`src/chs_pkg.sv`:
```
// Shared types, constants and segment decode functions for the cooling health scorer.
// Used by every module of the block; depends on nothing else.
`default_nettype none

package chs_pkg;

    // Dimension count and lane indexes.
    localparam int NUM_DIM  = 6;
    localparam int DIM_TEMP = 0;
    localparam int DIM_FLOW = 1;
    localparam int DIM_PRES = 2;
    localparam int DIM_VIB  = 3;
    localparam int DIM_WATR = 4;
    localparam int DIM_EFF  = 5;

    // Cycles from the edge that takes a request to the result strobe.
    localparam int PIPE_LATENCY = 11;

    typedef logic [9:0] t_score;
    typedef logic [NUM_DIM-1:0][9:0] t_score_vec;
    typedef logic [6:0] t_weight;
    typedef logic [NUM_DIM-1:0][6:0] t_weight_vec;

    localparam logic [9:0] SCORE_MAX = 10'd1000;

    // Percent weights after reset, lane 0 in the low bits.
    localparam t_weight_vec WEIGHT_RESET = {7'd15, 7'd10, 7'd15, 7'd15, 7'd20, 7'd25};

    // Health level codes.
    localparam logic [2:0] LEVEL_EXCELLENT = 3'd0;
    localparam logic [2:0] LEVEL_GOOD      = 3'd1;
    localparam logic [2:0] LEVEL_FAIR      = 3'd2;
    localparam logic [2:0] LEVEL_POOR      = 3'd3;
    localparam logic [2:0] LEVEL_DANGER    = 3'd4;

    // Segment slopes as reciprocal constants: floor(a*x/c) = (x*K) >> SEG_SHIFT,
    // with K = ceil(a * 2^SEG_SHIFT / c). Exact for x below 2^11.
    localparam int SEG_SHIFT = 30;
    localparam logic [63:0] SEG_ONE = 64'd1 << SEG_SHIFT;

    localparam logic [33:0] K_1     = 34'(SEG_ONE);
    localparam logic [33:0] K_2     = 34'(2 * SEG_ONE);
    localparam logic [33:0] K_3     = 34'(3 * SEG_ONE);
    localparam logic [33:0] K_4     = 34'(4 * SEG_ONE);
    localparam logic [33:0] K_6     = 34'(6 * SEG_ONE);
    localparam logic [33:0] K_4_3   = 34'((4 * SEG_ONE + 2) / 3);
    localparam logic [33:0] K_4_17  = 34'((4 * SEG_ONE + 16) / 17);
    localparam logic [33:0] K_20_3  = 34'((20 * SEG_ONE + 2) / 3);
    localparam logic [33:0] K_3_5   = 34'((3 * SEG_ONE + 4) / 5);
    localparam logic [33:0] K_3_10  = 34'((3 * SEG_ONE + 9) / 10);
    localparam logic [33:0] K_1_10  = 34'((SEG_ONE + 9) / 10);
    localparam logic [33:0] K_3_2   = 34'((3 * SEG_ONE + 1) / 2);
    localparam logic [33:0] K_2_5   = 34'((2 * SEG_ONE + 4) / 5);
    localparam logic [33:0] K_4_7   = 34'((4 * SEG_ONE + 6) / 7);

    // Pump blend divide by 50: numerator below 2^16.
    localparam int BLEND_SHIFT = 22;
    localparam logic [16:0] BLEND_MULT = 17'(((64'd1 << BLEND_SHIFT) + 49) / 50);

    // Weighted total divide by 100: sum below 2^20.
    localparam int TOTAL_SHIFT = 27;
    localparam logic [20:0] TOTAL_MULT = 21'(((64'd1 << TOTAL_SHIFT) + 99) / 100);

    // One decoded segment: score = base + ((x * k) >> SEG_SHIFT).
    typedef struct packed {
        logic [10:0] x;
        logic [33:0] k;
        logic [9:0]  base;
    } t_seg;

    // Smaller is better, breakpoints p < g < w < b.
    function automatic t_seg seg_down(input logic signed [16:0] v, input int p, input int g,
                                      input int w, input int b, input logic [33:0] k1,
                                      input logic [33:0] k2, input logic [33:0] k3,
                                      input logic [33:0] k4);
        t_seg s;
        s.x    = '0;
        s.k    = '0;
        s.base = 10'd0;
        if (v <= p) begin
            s.base = SCORE_MAX;
        end else if (v <= g) begin
            s.base = 10'd800;
            s.x    = 11'(g - v);
            s.k    = k1;
        end else if (v <= w) begin
            s.base = 10'd500;
            s.x    = 11'(w - v);
            s.k    = k2;
        end else if (v <= b) begin
            s.base = 10'd200;
            s.x    = 11'(b - v);
            s.k    = k3;
        end else if (v < 2 * b) begin
            s.x    = 11'(2 * b - v);
            s.k    = k4;
        end
        return s;
    endfunction

    // Larger is better, breakpoints p > g > w > b.
    function automatic t_seg seg_up(input logic signed [16:0] v, input int p, input int g,
                                    input int w, input int b, input logic [33:0] k1,
                                    input logic [33:0] k2, input logic [33:0] k3,
                                    input logic [33:0] k4);
        t_seg s;
        s.x    = '0;
        s.k    = '0;
        s.base = 10'd0;
        if (v >= p) begin
            s.base = SCORE_MAX;
        end else if (v >= g) begin
            s.base = 10'd800;
            s.x    = 11'(v - g);
            s.k    = k1;
        end else if (v >= w) begin
            s.base = 10'd500;
            s.x    = 11'(v - w);
            s.k    = k2;
        end else if (v >= b) begin
            s.base = 10'd200;
            s.x    = 11'(v - b);
            s.k    = k3;
        end else if (v > 0) begin
            s.x    = 11'(v);
            s.k    = k4;
        end
        return s;
    endfunction

endpackage

`default_nettype wire

```
`src/chs_score.sv`:
```
// Per-dimension score lanes: segment decode, slope multiply, base add (three stages).
// Depends on chs_pkg for the segment functions and slope constants.
`default_nettype none

module chs_score
    import chs_pkg::*;
(
    input  wire logic               i_clk,
    input  wire logic               i_rst_n,
    input  wire logic               i_valid,
    input  wire logic signed [11:0] i_cpu_temperature,
    input  wire logic signed [11:0] i_water_temperature,
    input  wire logic [11:0]        i_flow_rate,
    input  wire logic [9:0]         i_loop_pressure,
    input  wire logic [13:0]        i_vibration_level,
    input  wire logic [15:0]        i_dissolved_solids,
    input  wire logic [6:0]         i_pump_duty,
    output logic                    o_valid,
    output t_score_vec              o_scores,
    output logic [6:0]              o_pump_duty
);

    logic [9:0]                  pres_dev;
    logic signed [12:0]          temp_gap;
    logic [11:0]                 gap_pos;
    t_seg [NUM_DIM-1:0]          n_seg;
    t_seg [NUM_DIM-1:0]          r_seg;
    logic [NUM_DIM-1:0][44:0]    r_prod;
    logic [NUM_DIM-1:0][9:0]     r_base;
    logic                        r_valid1;
    logic                        r_valid2;
    logic                        r_valid3;
    logic [6:0]                  r_duty1;
    logic [6:0]                  r_duty2;
    logic [6:0]                  r_duty3;
    t_score_vec                  r_scores;

    // Derived measures: pressure distance from 200 kPa, CPU-to-water gap clamped at zero.
    always_comb begin
        pres_dev = (i_loop_pressure >= 10'd200) ? (i_loop_pressure - 10'd200)
                                                : (10'd200 - i_loop_pressure);
        temp_gap = 13'(i_cpu_temperature) - 13'(i_water_temperature);
        gap_pos  = temp_gap[12] ? 12'd0 : temp_gap[11:0];
    end

    // Segment decode for each dimension.
    always_comb begin
        n_seg[DIM_TEMP] = seg_down(17'(i_cpu_temperature), 450, 600, 750, 850,
                                   K_4_3, K_2, K_3, K_4_17);
        n_seg[DIM_FLOW] = seg_up($signed({5'b0, i_flow_rate}), 400, 300, 150, 50,
                                 K_2, K_2, K_3, K_4);
        n_seg[DIM_PRES] = seg_down($signed({7'b0, pres_dev}), 20, 50, 100, 150,
                                   K_20_3, K_6, K_6, K_4_3);
        n_seg[DIM_VIB]  = seg_down($signed({3'b0, i_vibration_level}), 300, 500, 1000, 2000,
                                   K_1, K_3_5, K_3_10, K_1_10);
        n_seg[DIM_WATR] = seg_down($signed({1'b0, i_dissolved_solids}), 50, 100, 300, 500,
                                   K_4, K_3_2, K_3_2, K_2_5);
        n_seg[DIM_EFF]  = seg_down($signed({5'b0, gap_pos}), 100, 150, 250, 350,
                                   K_4, K_3, K_3, K_4_7);
    end

    // Valid bits of the three lane stages.
    always_ff @(posedge i_clk) begin
        if (!i_rst_n) begin
            r_valid1 <= 1'b0;
            r_valid2 <= 1'b0;
            r_valid3 <= 1'b0;
        end else begin
            r_valid1 <= i_valid;
            r_valid2 <= r_valid1;
            r_valid3 <= r_valid2;
        end
    end

    // Lane datapath: decode register, slope product, base plus quotient.
    always_ff @(posedge i_clk) begin
        r_seg   <= n_seg;
        r_duty1 <= i_pump_duty;
        r_duty2 <= r_duty1;
        r_duty3 <= r_duty2;
        for (int i = 0; i < NUM_DIM; i++) begin
            r_prod[i]   <= 45'(r_seg[i].x) * 45'(r_seg[i].k);
            r_base[i]   <= r_seg[i].base;
            r_scores[i] <= r_base[i] + r_prod[i][SEG_SHIFT+9:SEG_SHIFT];
        end
    end

    assign o_valid     = r_valid3;
    assign o_scores    = r_scores;
    assign o_pump_duty = r_duty3;

endmodule

`default_nettype wire

```
`src/chs_blend.sv`:
```
// Pump duty blend of the efficiency score toward full score (three stages).
// Depends on chs_pkg for the score types and the divide-by-50 constant.
`default_nettype none

module chs_blend
    import chs_pkg::*;
(
    input  wire logic       i_clk,
    input  wire logic       i_rst_n,
    input  wire logic       i_valid,
    input  wire t_score_vec i_scores,
    input  wire logic [6:0] i_pump_duty,
    output logic            o_valid,
    output t_score_vec      o_scores
);

    logic [15:0] n_num;
    logic [15:0] r_num;
    logic [32:0] r_bprod;
    logic        r_blend1;
    logic        r_blend2;
    logic        r_valid1;
    logic        r_valid2;
    logic        r_valid3;
    t_score_vec  r_sc1;
    t_score_vec  r_sc2;
    t_score_vec  n_sc3;
    t_score_vec  r_sc3;

    // Blend numerator: score * duty + 1000 * (50 - duty), meaningful for duty below 50.
    always_comb begin
        n_num = 16'(i_scores[DIM_EFF]) * 16'(i_pump_duty)
              + 16'd1000 * (16'd50 - 16'(i_pump_duty));
    end

    // The blended efficiency score replaces the plain one when the pump runs slow.
    always_comb begin
        n_sc3 = r_sc2;
        if (r_blend2) begin
            n_sc3[DIM_EFF] = r_bprod[BLEND_SHIFT+9:BLEND_SHIFT];
        end
    end

    always_ff @(posedge i_clk) begin
        if (!i_rst_n) begin
            r_valid1 <= 1'b0;
            r_valid2 <= 1'b0;
            r_valid3 <= 1'b0;
        end else begin
            r_valid1 <= i_valid;
            r_valid2 <= r_valid1;
            r_valid3 <= r_valid2;
        end
    end

    // Numerator, reciprocal product, then select blended or plain score.
    always_ff @(posedge i_clk) begin
        r_num    <= n_num;
        r_blend1 <= (i_pump_duty < 7'd50);
        r_sc1    <= i_scores;
        r_bprod  <= 33'(r_num) * 33'(BLEND_MULT);
        r_blend2 <= r_blend1;
        r_sc2    <= r_sc1;
        r_sc3    <= n_sc3;
    end

    assign o_valid  = r_valid3;
    assign o_scores = r_sc3;

endmodule

`default_nettype wire

```
`src/chs_total.sv`:
```
// Weighted total, divide by 100, clamp and health level (five stages).
// Depends on chs_pkg for the score and weight types, level codes and constants.
`default_nettype none

module chs_total
    import chs_pkg::*;
(
    input  wire logic        i_clk,
    input  wire logic        i_rst_n,
    input  wire logic        i_valid,
    input  wire t_score_vec  i_scores,
    input  wire t_weight_vec i_weights,
    output logic             o_valid,
    output t_score_vec       o_scores,
    output logic [9:0]       o_overall_score,
    output logic [2:0]       o_health_level
);

    logic [NUM_DIM-1:0][16:0] r_wprod;
    logic [18:0]              r_psum_lo;
    logic [18:0]              r_psum_hi;
    logic [19:0]              r_sum;
    logic [40:0]              r_qprod;
    logic [12:0]              quot;
    logic [9:0]               n_total;
    logic [2:0]               n_level;
    logic [4:0]               r_valid;
    t_score_vec [3:0]         r_sc;
    t_score_vec               r_sc_out;
    logic [9:0]               r_total;
    logic [2:0]               r_level;

    // Quotient of the weighted sum by 100, clamped, and its level.
    always_comb begin
        quot    = r_qprod[TOTAL_SHIFT+12:TOTAL_SHIFT];
        n_total = (quot > 13'(SCORE_MAX)) ? SCORE_MAX : quot[9:0];
        if (n_total >= 10'd900) begin
            n_level = LEVEL_EXCELLENT;
        end else if (n_total >= 10'd700) begin
            n_level = LEVEL_GOOD;
        end else if (n_total >= 10'd500) begin
            n_level = LEVEL_FAIR;
        end else if (n_total >= 10'd300) begin
            n_level = LEVEL_POOR;
        end else begin
            n_level = LEVEL_DANGER;
        end
    end

    always_ff @(posedge i_clk) begin
        if (!i_rst_n) begin
            r_valid <= '0;
        end else begin
            r_valid <= {r_valid[3:0], i_valid};
        end
    end

    // Weight products, partial sums, full sum, reciprocal product, output register.
    always_ff @(posedge i_clk) begin
        for (int i = 0; i < NUM_DIM; i++) begin
            r_wprod[i] <= 17'(i_scores[i]) * 17'(i_weights[i]);
        end
        r_psum_lo <= 19'(r_wprod[0]) + 19'(r_wprod[1]) + 19'(r_wprod[2]);
        r_psum_hi <= 19'(r_wprod[3]) + 19'(r_wprod[4]) + 19'(r_wprod[5]);
        r_sum     <= 20'(r_psum_lo) + 20'(r_psum_hi);
        r_qprod   <= 41'(r_sum) * 41'(TOTAL_MULT);
        r_sc      <= {r_sc[2:0], i_scores};
        r_sc_out  <= r_sc[3];
        r_total   <= n_total;
        r_level   <= n_level;
    end

    assign o_valid         = r_valid[4];
    assign o_scores        = r_sc_out;
    assign o_overall_score = r_total;
    assign o_health_level  = r_level;

endmodule

`default_nettype wire

```
`src/cooling_health_scorer_core.sv`:
```
// Top level of the cooling loop health scorer: input register, weight registers, pipeline.
// Depends on chs_pkg, chs_score, chs_blend and chs_total.
//
// Usage:
//   A request (one sensor sample) is taken at a rising edge where i_start is high and
//   o_busy is low. o_busy is low whenever reset is released, so a request can be
//   issued every cycle; the pipeline has no loop and needs no gap between samples.
//   Each request yields one result: o_valid is high for exactly one cycle, with the six
//   dimension scores, the weighted total and the health level. Results leave in request
//   order. The pipeline chains lane decode, slope multiply, pump blend divide, weighting
//   and divide by 100. The receiver cannot hold results off, so nothing ever waits
//   inside the block. Percent weights are written through i_cfg_we / i_cfg_index /
//   i_cfg_data, one register per cycle; indexes above 5 are ignored. The user must
//   write them only while no request is in flight; the block does not enforce this.
//   Reset (i_rst_n low at a clock edge) drops all requests in flight and restores
//   the default weights 25/20/15/15/10/15; o_busy is high while reset is held.
`default_nettype none

module cooling_health_scorer_core
    import chs_pkg::*;
(
    input  wire logic               i_clk,
    input  wire logic               i_rst_n,
    input  wire logic               i_start,
    output logic                    o_busy,
    input  wire logic signed [11:0] i_cpu_temperature,
    input  wire logic signed [11:0] i_water_temperature,
    input  wire logic [11:0]        i_flow_rate,
    input  wire logic [9:0]         i_loop_pressure,
    input  wire logic [13:0]        i_vibration_level,
    input  wire logic [15:0]        i_dissolved_solids,
    input  wire logic [6:0]         i_pump_duty,
    input  wire logic               i_cfg_we,
    input  wire logic [2:0]         i_cfg_index,
    input  wire logic [6:0]         i_cfg_data,
    output logic                    o_valid,
    output logic [9:0]              o_temperature_score,
    output logic [9:0]              o_flow_score,
    output logic [9:0]              o_pressure_score,
    output logic [9:0]              o_vibration_score,
    output logic [9:0]              o_water_score,
    output logic [9:0]              o_efficiency_score,
    output logic [9:0]              o_overall_score,
    output logic [2:0]              o_health_level
);

    logic               r_in_valid;
    logic signed [11:0] r_cpu;
    logic signed [11:0] r_water;
    logic [11:0]        r_flow;
    logic [9:0]         r_pres;
    logic [13:0]        r_vib;
    logic [15:0]        r_tds;
    logic [6:0]         r_duty;
    t_weight_vec        r_weight;
    logic               sc_valid;
    t_score_vec         sc_scores;
    logic [6:0]         sc_duty;
    logic               bl_valid;
    t_score_vec         bl_scores;
    t_score_vec         out_scores;

    assign o_busy = !i_rst_n;

    // Input register.
    always_ff @(posedge i_clk) begin
        if (!i_rst_n) begin
            r_in_valid <= 1'b0;
        end else begin
            r_in_valid <= i_start;
        end
    end

    always_ff @(posedge i_clk) begin
        r_cpu   <= i_cpu_temperature;
        r_water <= i_water_temperature;
        r_flow  <= i_flow_rate;
        r_pres  <= i_loop_pressure;
        r_vib   <= i_vibration_level;
        r_tds   <= i_dissolved_solids;
        r_duty  <= i_pump_duty;
    end

    // Weight registers; writes beyond the last weight are dropped.
    always_ff @(posedge i_clk) begin
        if (!i_rst_n) begin
            r_weight <= WEIGHT_RESET;
        end else if (i_cfg_we && (i_cfg_index < 3'(NUM_DIM))) begin
            r_weight[i_cfg_index] <= i_cfg_data;
        end
    end

    chs_score u_score (
        .i_clk               (i_clk),
        .i_rst_n             (i_rst_n),
        .i_valid             (r_in_valid),
        .i_cpu_temperature   (r_cpu),
        .i_water_temperature (r_water),
        .i_flow_rate         (r_flow),
        .i_loop_pressure     (r_pres),
        .i_vibration_level   (r_vib),
        .i_dissolved_solids  (r_tds),
        .i_pump_duty         (r_duty),
        .o_valid             (sc_valid),
        .o_scores            (sc_scores),
        .o_pump_duty         (sc_duty)
    );

    chs_blend u_blend (
        .i_clk       (i_clk),
        .i_rst_n     (i_rst_n),
        .i_valid     (sc_valid),
        .i_scores    (sc_scores),
        .i_pump_duty (sc_duty),
        .o_valid     (bl_valid),
        .o_scores    (bl_scores)
    );

    chs_total u_total (
        .i_clk           (i_clk),
        .i_rst_n         (i_rst_n),
        .i_valid         (bl_valid),
        .i_scores        (bl_scores),
        .i_weights       (r_weight),
        .o_valid         (o_valid),
        .o_scores        (out_scores),
        .o_overall_score (o_overall_score),
        .o_health_level  (o_health_level)
    );

    assign o_temperature_score = out_scores[DIM_TEMP];
    assign o_flow_score        = out_scores[DIM_FLOW];
    assign o_pressure_score    = out_scores[DIM_PRES];
    assign o_vibration_score   = out_scores[DIM_VIB];
    assign o_water_score       = out_scores[DIM_WATR];
    assign o_efficiency_score  = out_scores[DIM_EFF];

endmodule

`default_nettype wire

```
`config.mk`:
```
export PLATFORM = sky130hd
export DESIGN_NAME = cooling_health_scorer_core
export DESIGN_NICKNAME = d
export VERILOG_FILES = /design/src/chs_pkg.sv /design/src/chs_score.sv /design/src/chs_blend.sv /design/src/chs_total.sv /design/src/cooling_health_scorer_core.sv
export SDC_FILE = /design/constraint.sdc
export NUM_CORES = 2
export LEC_CHECK = 0
export BUFFER_PORTS_ARGS = -buffer_cell sky130_fd_sc_hd__buf_2
export CAP_MARGIN = 20
export CORE_ASPECT_RATIO = 2
export CORE_MARGIN = 2
export CORE_UTILIZATION = 62
export DETAILED_ROUTE_END_ITERATION = 10
export GPL_TIMING_DRIVEN = 0
export HOLD_SLACK_MARGIN = 0.02
export PLACE_DENSITY = 0.79
export SYNTH_ARGS = -nofsm -noshare
export SYNTH_HDL_FRONTEND = slang
export SYNTH_HIERARCHICAL = 1
export SYNTH_SLANG_ARGS = --single-unit
```
`constraint.sdc`:
```
create_clock -name i_clk -period 8 [get_ports i_clk]
set_clock_uncertainty 0.2 [all_clocks]
set_input_delay 1.6 -clock i_clk [delete_from_list [all_inputs] [get_ports i_clk]]
set_output_delay 1.6 -clock i_clk [all_outputs]
set_load 0.05 [all_outputs]
```
After elaboration in Yosys (flattened, before gate mapping) --
Cells that the tools add are included.
Storage, ports and cells: bits in registers 1590, input bits 97, output and inout port bits 75, word-level logic and storage cells 308
Operators by class: $add $sub $neg 39, multipliers 16, order comparisons 40, muxes and demuxes 40, reductions and logical operators 23
Operators with widths (count):
- two-way mux 55 bit | 12
- two-way mux 45 bit | 12
- multiplier 11 x 34 -> 40 bit | 6
- multiplier 10 x 7 -> 17 bit | 6
- adder 10 bit | 6
- subtractor 11 bit, first input constant | 5
- two-way mux 8 bit | 6
- subtractor 10 x 11 -> 11 bit, first input constant | 4
- subtractor 9 x 11 -> 11 bit, first input constant | 4
- bitwise mux 42 bit | 1
- multiplier 20 x 20 -> 39 bit, second input constant | 1
- adder 19 x 17 -> 19 bit | 2
- adder 17 x 17 -> 18 bit | 2
- <= comparator 12 x 11 -> 1 bit, second input constant | 3
- <= comparator 16 x 9 -> 1 bit, second input constant | 2
- multiplier 16 x 17 -> 32 bit, second input constant | 1
- two-way mux 10 bit | 3
- <= comparator 14 x 9 -> 1 bit, second input constant | 2
- >= comparator 12 x 9 -> 1 bit, second input constant | 2
- <= comparator 12 x 8 -> 1 bit, second input constant | 2
- OR reduction 4 bit | 6
- subtractor 8 x 11 -> 11 bit, first input constant | 2
- demux 7 bit (select 3 bit) | 1
- OR reduction 3 bit | 7
- other kinds (51) | 60

Depth between registers and ports, before layout --
word-level depth 7, gate-level depth with buffers 30, mapped depth without buffers 29

Modules after synthesis --
Netlist, hierarchy kept.
By module, submodules not included:
- chs_score | times used 1, cells an instance 3712, area an instance 34095.2 um^2, seq. area each 5825.6 um^2
- chs_total | times used 1, cells an instance 3077, area an instance 32545.0 um^2, seq. area each 9829.4 um^2
- chs_blend | times used 1, cells an instance 1112, area an instance 12743.5 um^2, seq. area each 4224.1 um^2
- cooling_health_scorer_core | times used 1, cells an instance 242, area an instance 3354.5 um^2, seq. area each 2522.4 um^2

Least setup slack after synthesis --
No wires, ideal clock.
kind reg2reg, from reg u_score.r_duty3[0], in the netlist u_score/o_pump_duty[0], to reg u_blend.r_num[15], setup time 0.122 ns, data arrival time 6.886 ns, required time 7.678 ns, setup slack 0.792 ns, cell stages (with the launch flop) 30, buffers on the path 2, cell sequence dfxtp_1 > clkbuf_1 > clkbuf_1 > inv_1 > ha_1 > fa_1 > inv_1 > fa_1 > inv_1 > fa_1 > inv_1 > fa_1 > inv_1 > ha_1 > inv_1 > o21bai_1 > a21oi_1 > xnor2_1 > ha_1 > inv_1 > fa_1 > fa_1 > inv_1 > ha_1 > a41oi_1 > o21ai_0 > a41oi_1 > o21ai_0 > xnor2_1 > xnor2_1
Between the ends: cells in the longest elaborated chain, start to end 3, elaborated cells on any way between the ends 4, classes of those cells 2 x add/sub; 2 x mul
Ends and longest elaborated chain:
- start: declaration | line chs_score.sv:35 | logic [6:0] r_duty3;
- start signal: assignment | line chs_score.sv:80 | r_duty3 <= r_duty2;
- subtractor 6 x 7 -> 8 bit | line chs_blend.sv:33 | + 16'd1000 * (16'd50 - 16'(i_pump_duty));
- multiplier 7 x 16 -> 13 bit | line chs_blend.sv:33
- adder 16 bit * | line chs_blend.sv:33
- named net u_blend.n_num[15] | line chs_blend.sv:17 | logic [15:0] n_num;
- end signal: assignment | line chs_blend.sv:58 | r_num <= n_num;
- end: declaration | line chs_blend.sv:18 | logic [15:0] r_num;
Mark *: on every way through the listed nets, which the timed path passes. The rest lies on a longest branch. A chain may end at the register's enable or synchronous reset.

Worst setup path after layout --
Same ends and word-level chain as after synthesis.

==> results.md <==
Synth:
- The share of the synthesized area in the top cell type is 27.1%.
- Counting flops with an async set or reset pin after synthesis yields a share of 0%.
- Synthesis handed over a netlist of 8143 instances.
- Counting flops and latches in the post-synthesis netlist gives 1119.
- The most instantiated flip-flop cell in the synthesis netlist is sky130_fd_sc_hd__dfxtp_1.
- The Yosys step of the flow raised 6 warnings.
- The average cell area after synthesis is 10.2 sq um.
- Of the synthesized area, sequential elements account for 27.1%.
- The post-synthesis instance area is between 80000 and 90000 sq um.
- The distinct cell type count of the synthesized netlist is roughly 110.
- Synthesis produced a netlist with a net count of 10400.
- The number of enable flip-flop cells after synthesis is 0.
- By area the synthesized netlist is led by sky130_fd_sc_hd__dfxtp_1 (27%), sky130_fd_sc_hd__fa_1 (24%), sky130_fd_sc_hd__ha_1 (18%).
- The largest total area in the synthesized netlist belongs to sky130_fd_sc_hd__dfxtp_1.

Placed design:
- Detailed placement finished with a half-perimeter wire length of around 150 mm.
- The instance area at placement is 85700 sq um.
- The number of buffers added on ports is 171.
- The final weighted congestion in routability-driven placement is 0.953.

Routing:
- The detailed-route vias per instance is 5.48.
- The count of routing violations after the opening detailed-route iteration is 2477.
- The average wire per cell in the routed design is 18.1 um.
- The first TritonRoute pass finished after 6 iterations.
- Detailed routing inserted a total of approximately 56000 vias.
- The post-detailed-route count of antenna-violating nets is 0.
- The top layer reached by signal wires is met5.
- The DRC violations left is 0.
- The length of routed met3 wiring is 5.83 mm.
- The wire length reported by the detailed router is 185 mm.
- Summed over all nets, wire length on met2 after detailed routing comes to 103 mm.
- The met1 wire length is 61.2 mm.

Timing:
- The top achievable clock speed is 0.130 GHz.
- The worst path needs between 7 and 8 ns of the cycle, external delays included.
- Setup violations remaining at the end of the flow were counted as 0.
- The number of hold-slack violations in the final timing report was 0.
- Dividing the final minimum period by the clock period gives 96.0%.
- Setup repair after global routing left no endpoint under its margin.
- The worst pin sits at a relative slew slack of 35.5%.
- The final-report max-slew violation count is 0.
- The worst-margin pin slew is 0.965 ns.

Floorplan:
- The die boundary width is about 260 um.
- After floorplanning, the core was divided into around 190 placement rows.
- Measured along the y axis, the die boundary spans 521 um.
- The initial core utilization is between 60% and 70%.
- The die covers 137000 sq um.
- In this run the standard cell core region covers 132000 sq um.
- 172 I/O pins were placed.

Worst setup path:
- The register-to-register setup slack is 0.32 ns.
- The cell that appears most often on the critical path is sky130_fd_sc_hd__inv_1.
- STA classifies the critical path startpoint as a flip-flop.
- STA classifies the critical path endpoint as a flip-flop.
- The timing startpoint of the critical path is u_score/o_pump_duty[0]$_DFF_P_.
- In this run the worst setup path terminates at u_blend/r_num[15]$_DFF_P_.
- The worst endpoint data arrival time is 8.09 ns.
- The slowest cell on the critical path is sky130_fd_sc_hd__fa_1.
- The startpoint-to-endpoint class of the critical path is flip-flop to flip-flop.
- The maximum cell stage delay along the critical path is 0.57 ns.
- The critical-path maximum fanout is 10.
- The required time reported for the critical path endpoint is roughly 8.4 ns.
- The worst reg2reg path startpoint is u_score/o_pump_duty[0]$_DFF_P_.
- The worst flop-to-flop path endpoint is u_blend/r_num[15]$_DFF_P_.
- The worst reg-to-reg path cell count is 29.

Finish:
- The most common cell after layout, fill and taps aside is sky130_fd_sc_hd__inv_1.
- The post-route netlist has 5.68% of its cells at a drive strength greater than 1.
- The area added between synthesis and finish is 8.13%.
- In the layout the commonest cells are sky130_fd_sc_hd__inv_1 (1613), sky130_fd_sc_hd__ha_1 (1186), sky130_fd_sc_hd__dfxtp_1 (1118).
- At the end of the flow, the number of nets in the layout was 10700.
- The finished cells cover around 89000 sq um.

CTS:
- The number of buffers created by CTS is 100.
- The tree is rooted in a sky130_fd_sc_hd__clkbuf_16.
- In this run, post-CTS hold repair placed 0 buffers.
- After clock tree synthesis, the clock-pin slew on the worst setup and hold paths is about 0.080 ns.
- The buffers inserted during post-CTS setup optimization is 0.
- The clock sink count is roughly 1100.
- The clock insertion delay at the later pin of the skew report is 0.71 ns.
- The clock passes through at most 3 buffers.
- The number of H-tree levels is 3.
- TritonCTS built the clock tree.

Hold path:
- In this run the most critical hold path is launched from u_total/r_sc[190]$_DFF_P_.
- The worst min-delay path class is flip-flop to flip-flop.

Global routing:
- The via count of the first global-routing pass is 62300.
- The total overflow left after global routing is 0.
- The number of antenna violations at the first check in global routing is 9.
- The aggregate global-route resource usage is 27.6%.
- The maximum number of pins on one net before global-route repair is 19.
- The global-route wire length before repair is just over 300 mm.

Run:
- The total of max-cap violations is 0.

Status:
- The flow ran to the end, and the final reports show no timing, DRC or antenna violations.
[stage by stage]
step / hold slack [ns] / setup slack, ns / instances / TNS (ns) / utilization, %
floorplan: 0.110 / 0.792 / 8143 / 0 / -
global placement: 0.111 / -0.0829 / 10000 / -0.0829 / 64.7
detailed placement: 0.112 / -0.286 / 10000 / -0.286 / 64.7
CTS: 0.113 / 0.00465 / 10200 / 0 / 67.5
global route: 0.120 / 0.00261 / 10200 / 0 / 67.5
finish: 0.111 / 0.321 / 10200 / 0 / 67.6
[cells in the mapped netlist (28+ instances only)]
cell type	count
sky130_fd_sc_hd__mux2i_1	49
sky130_fd_sc_hd__nor2_1	239
sky130_fd_sc_hd__o21bai_1	82
sky130_fd_sc_hd__nor2b_1	66
sky130_fd_sc_hd__fa_1	986
sky130_fd_sc_hd__and2_1	370
sky130_fd_sc_hd__nand2_1	565
sky130_fd_sc_hd__a31oi_1	28
sky130_fd_sc_hd__o21a_1	47
sky130_fd_sc_hd__dfxtp_1	1119
sky130_fd_sc_hd__a21o_1	120
sky130_fd_sc_hd__clkbuf_1	104
sky130_fd_sc_hd__nand3_1	65
sky130_fd_sc_hd__xor2_1	119
sky130_fd_sc_hd__nand2b_1	39
sky130_fd_sc_hd__nor3_1	83
sky130_fd_sc_hd__xnor2_1	284
sky130_fd_sc_hd__a21oi_1	312
sky130_fd_sc_hd__ha_1	1187
sky130_fd_sc_hd__inv_1	1613
sky130_fd_sc_hd__o21ai_0	158
sky130_fd_sc_hd__a211oi_1	38
[worst max-delay path, delay by kind of cell, from the launching register on]
family	cells	cell delay [ns]
flops	1	0.41
xor+xnor	3	0.54
fa+ha+maj	10	4.43
buf+inv	10	0.92
compound gates	6	1.09
[timing repair]
item	CTS	global route
setup endpoints to repair	1	1
pin swaps	0	1
gates resized for setup	3	13
[routing by layer]
layer  vias up  track usage [%]
met5         -                0
met2      1428             54.4
met4         6             20.0
met3       717             3.08
met1     27400             25.7
li1      26500                -
[flip-flops by register name, indices dropped and copies added (netlist names), 20 cells and up]
name,count
u_blend/r_sc1,60
u_score/r_base,30
u_score/r_seg,117
u_blend/n_sc3,50
r_weight,42
u_total/o_scores,60
u_total/r_wprod,102
u_score/r_prod,60
u_blend/o_scores,60
u_total/r_sc,240
u_score/o_scores,60
u_total/r_sum,20
[cell families (layout without fill, tap and decap cells)]
kind of cell | after synthesis | after routing | synth area share (%)
AO/OA/AOI/OAI | 1048 | 1048 | 8.55
XOR/XNOR | 407 | 407 | 4.34
adder cells (fa/ha/maj) | 2174 | 2174 | 41.8
buffers and inverters | 1760 | 2118 | 8.07
flip-flops | 1119 | 1119 | 27.1
multiplexers | 59 | 59 | 0.729
other | 1 | 6 | 0.00453
AND/OR/NAND/NOR | 1575 | 1575 | 9.41
[cell type report]
type                    instances  area [sq um]
diodes                          5          12.5
plain buffers                 139           594
clock buffers                 124          2770
clock inverters                62           871
fillers                     10100         43000
inverters                    1621          6090
multi-input cells            5264         53700
flip-flops and latches       1119         22400
well taps                    1719          2150
repair buffers                172           863
[worst min path at each step]
stage	to	depth (start not counted)
floorplan	u_blend/n_sc3[0]$_DFF_P_	0
global placement	u_total/o_scores[20]$_DFF_P_	0
detailed placement	u_blend/n_sc3[13]$_DFF_P_	0
CTS	u_total/o_scores[10]$_DFF_P_	0
global route	u_blend/r_sc1[25]$_DFF_P_	0
finish	u_total/o_scores[10]$_DFF_P_	0
Power is not shown: default switching activity piles up to over one toggle a cycle in this logic, so the estimate is an artifact.
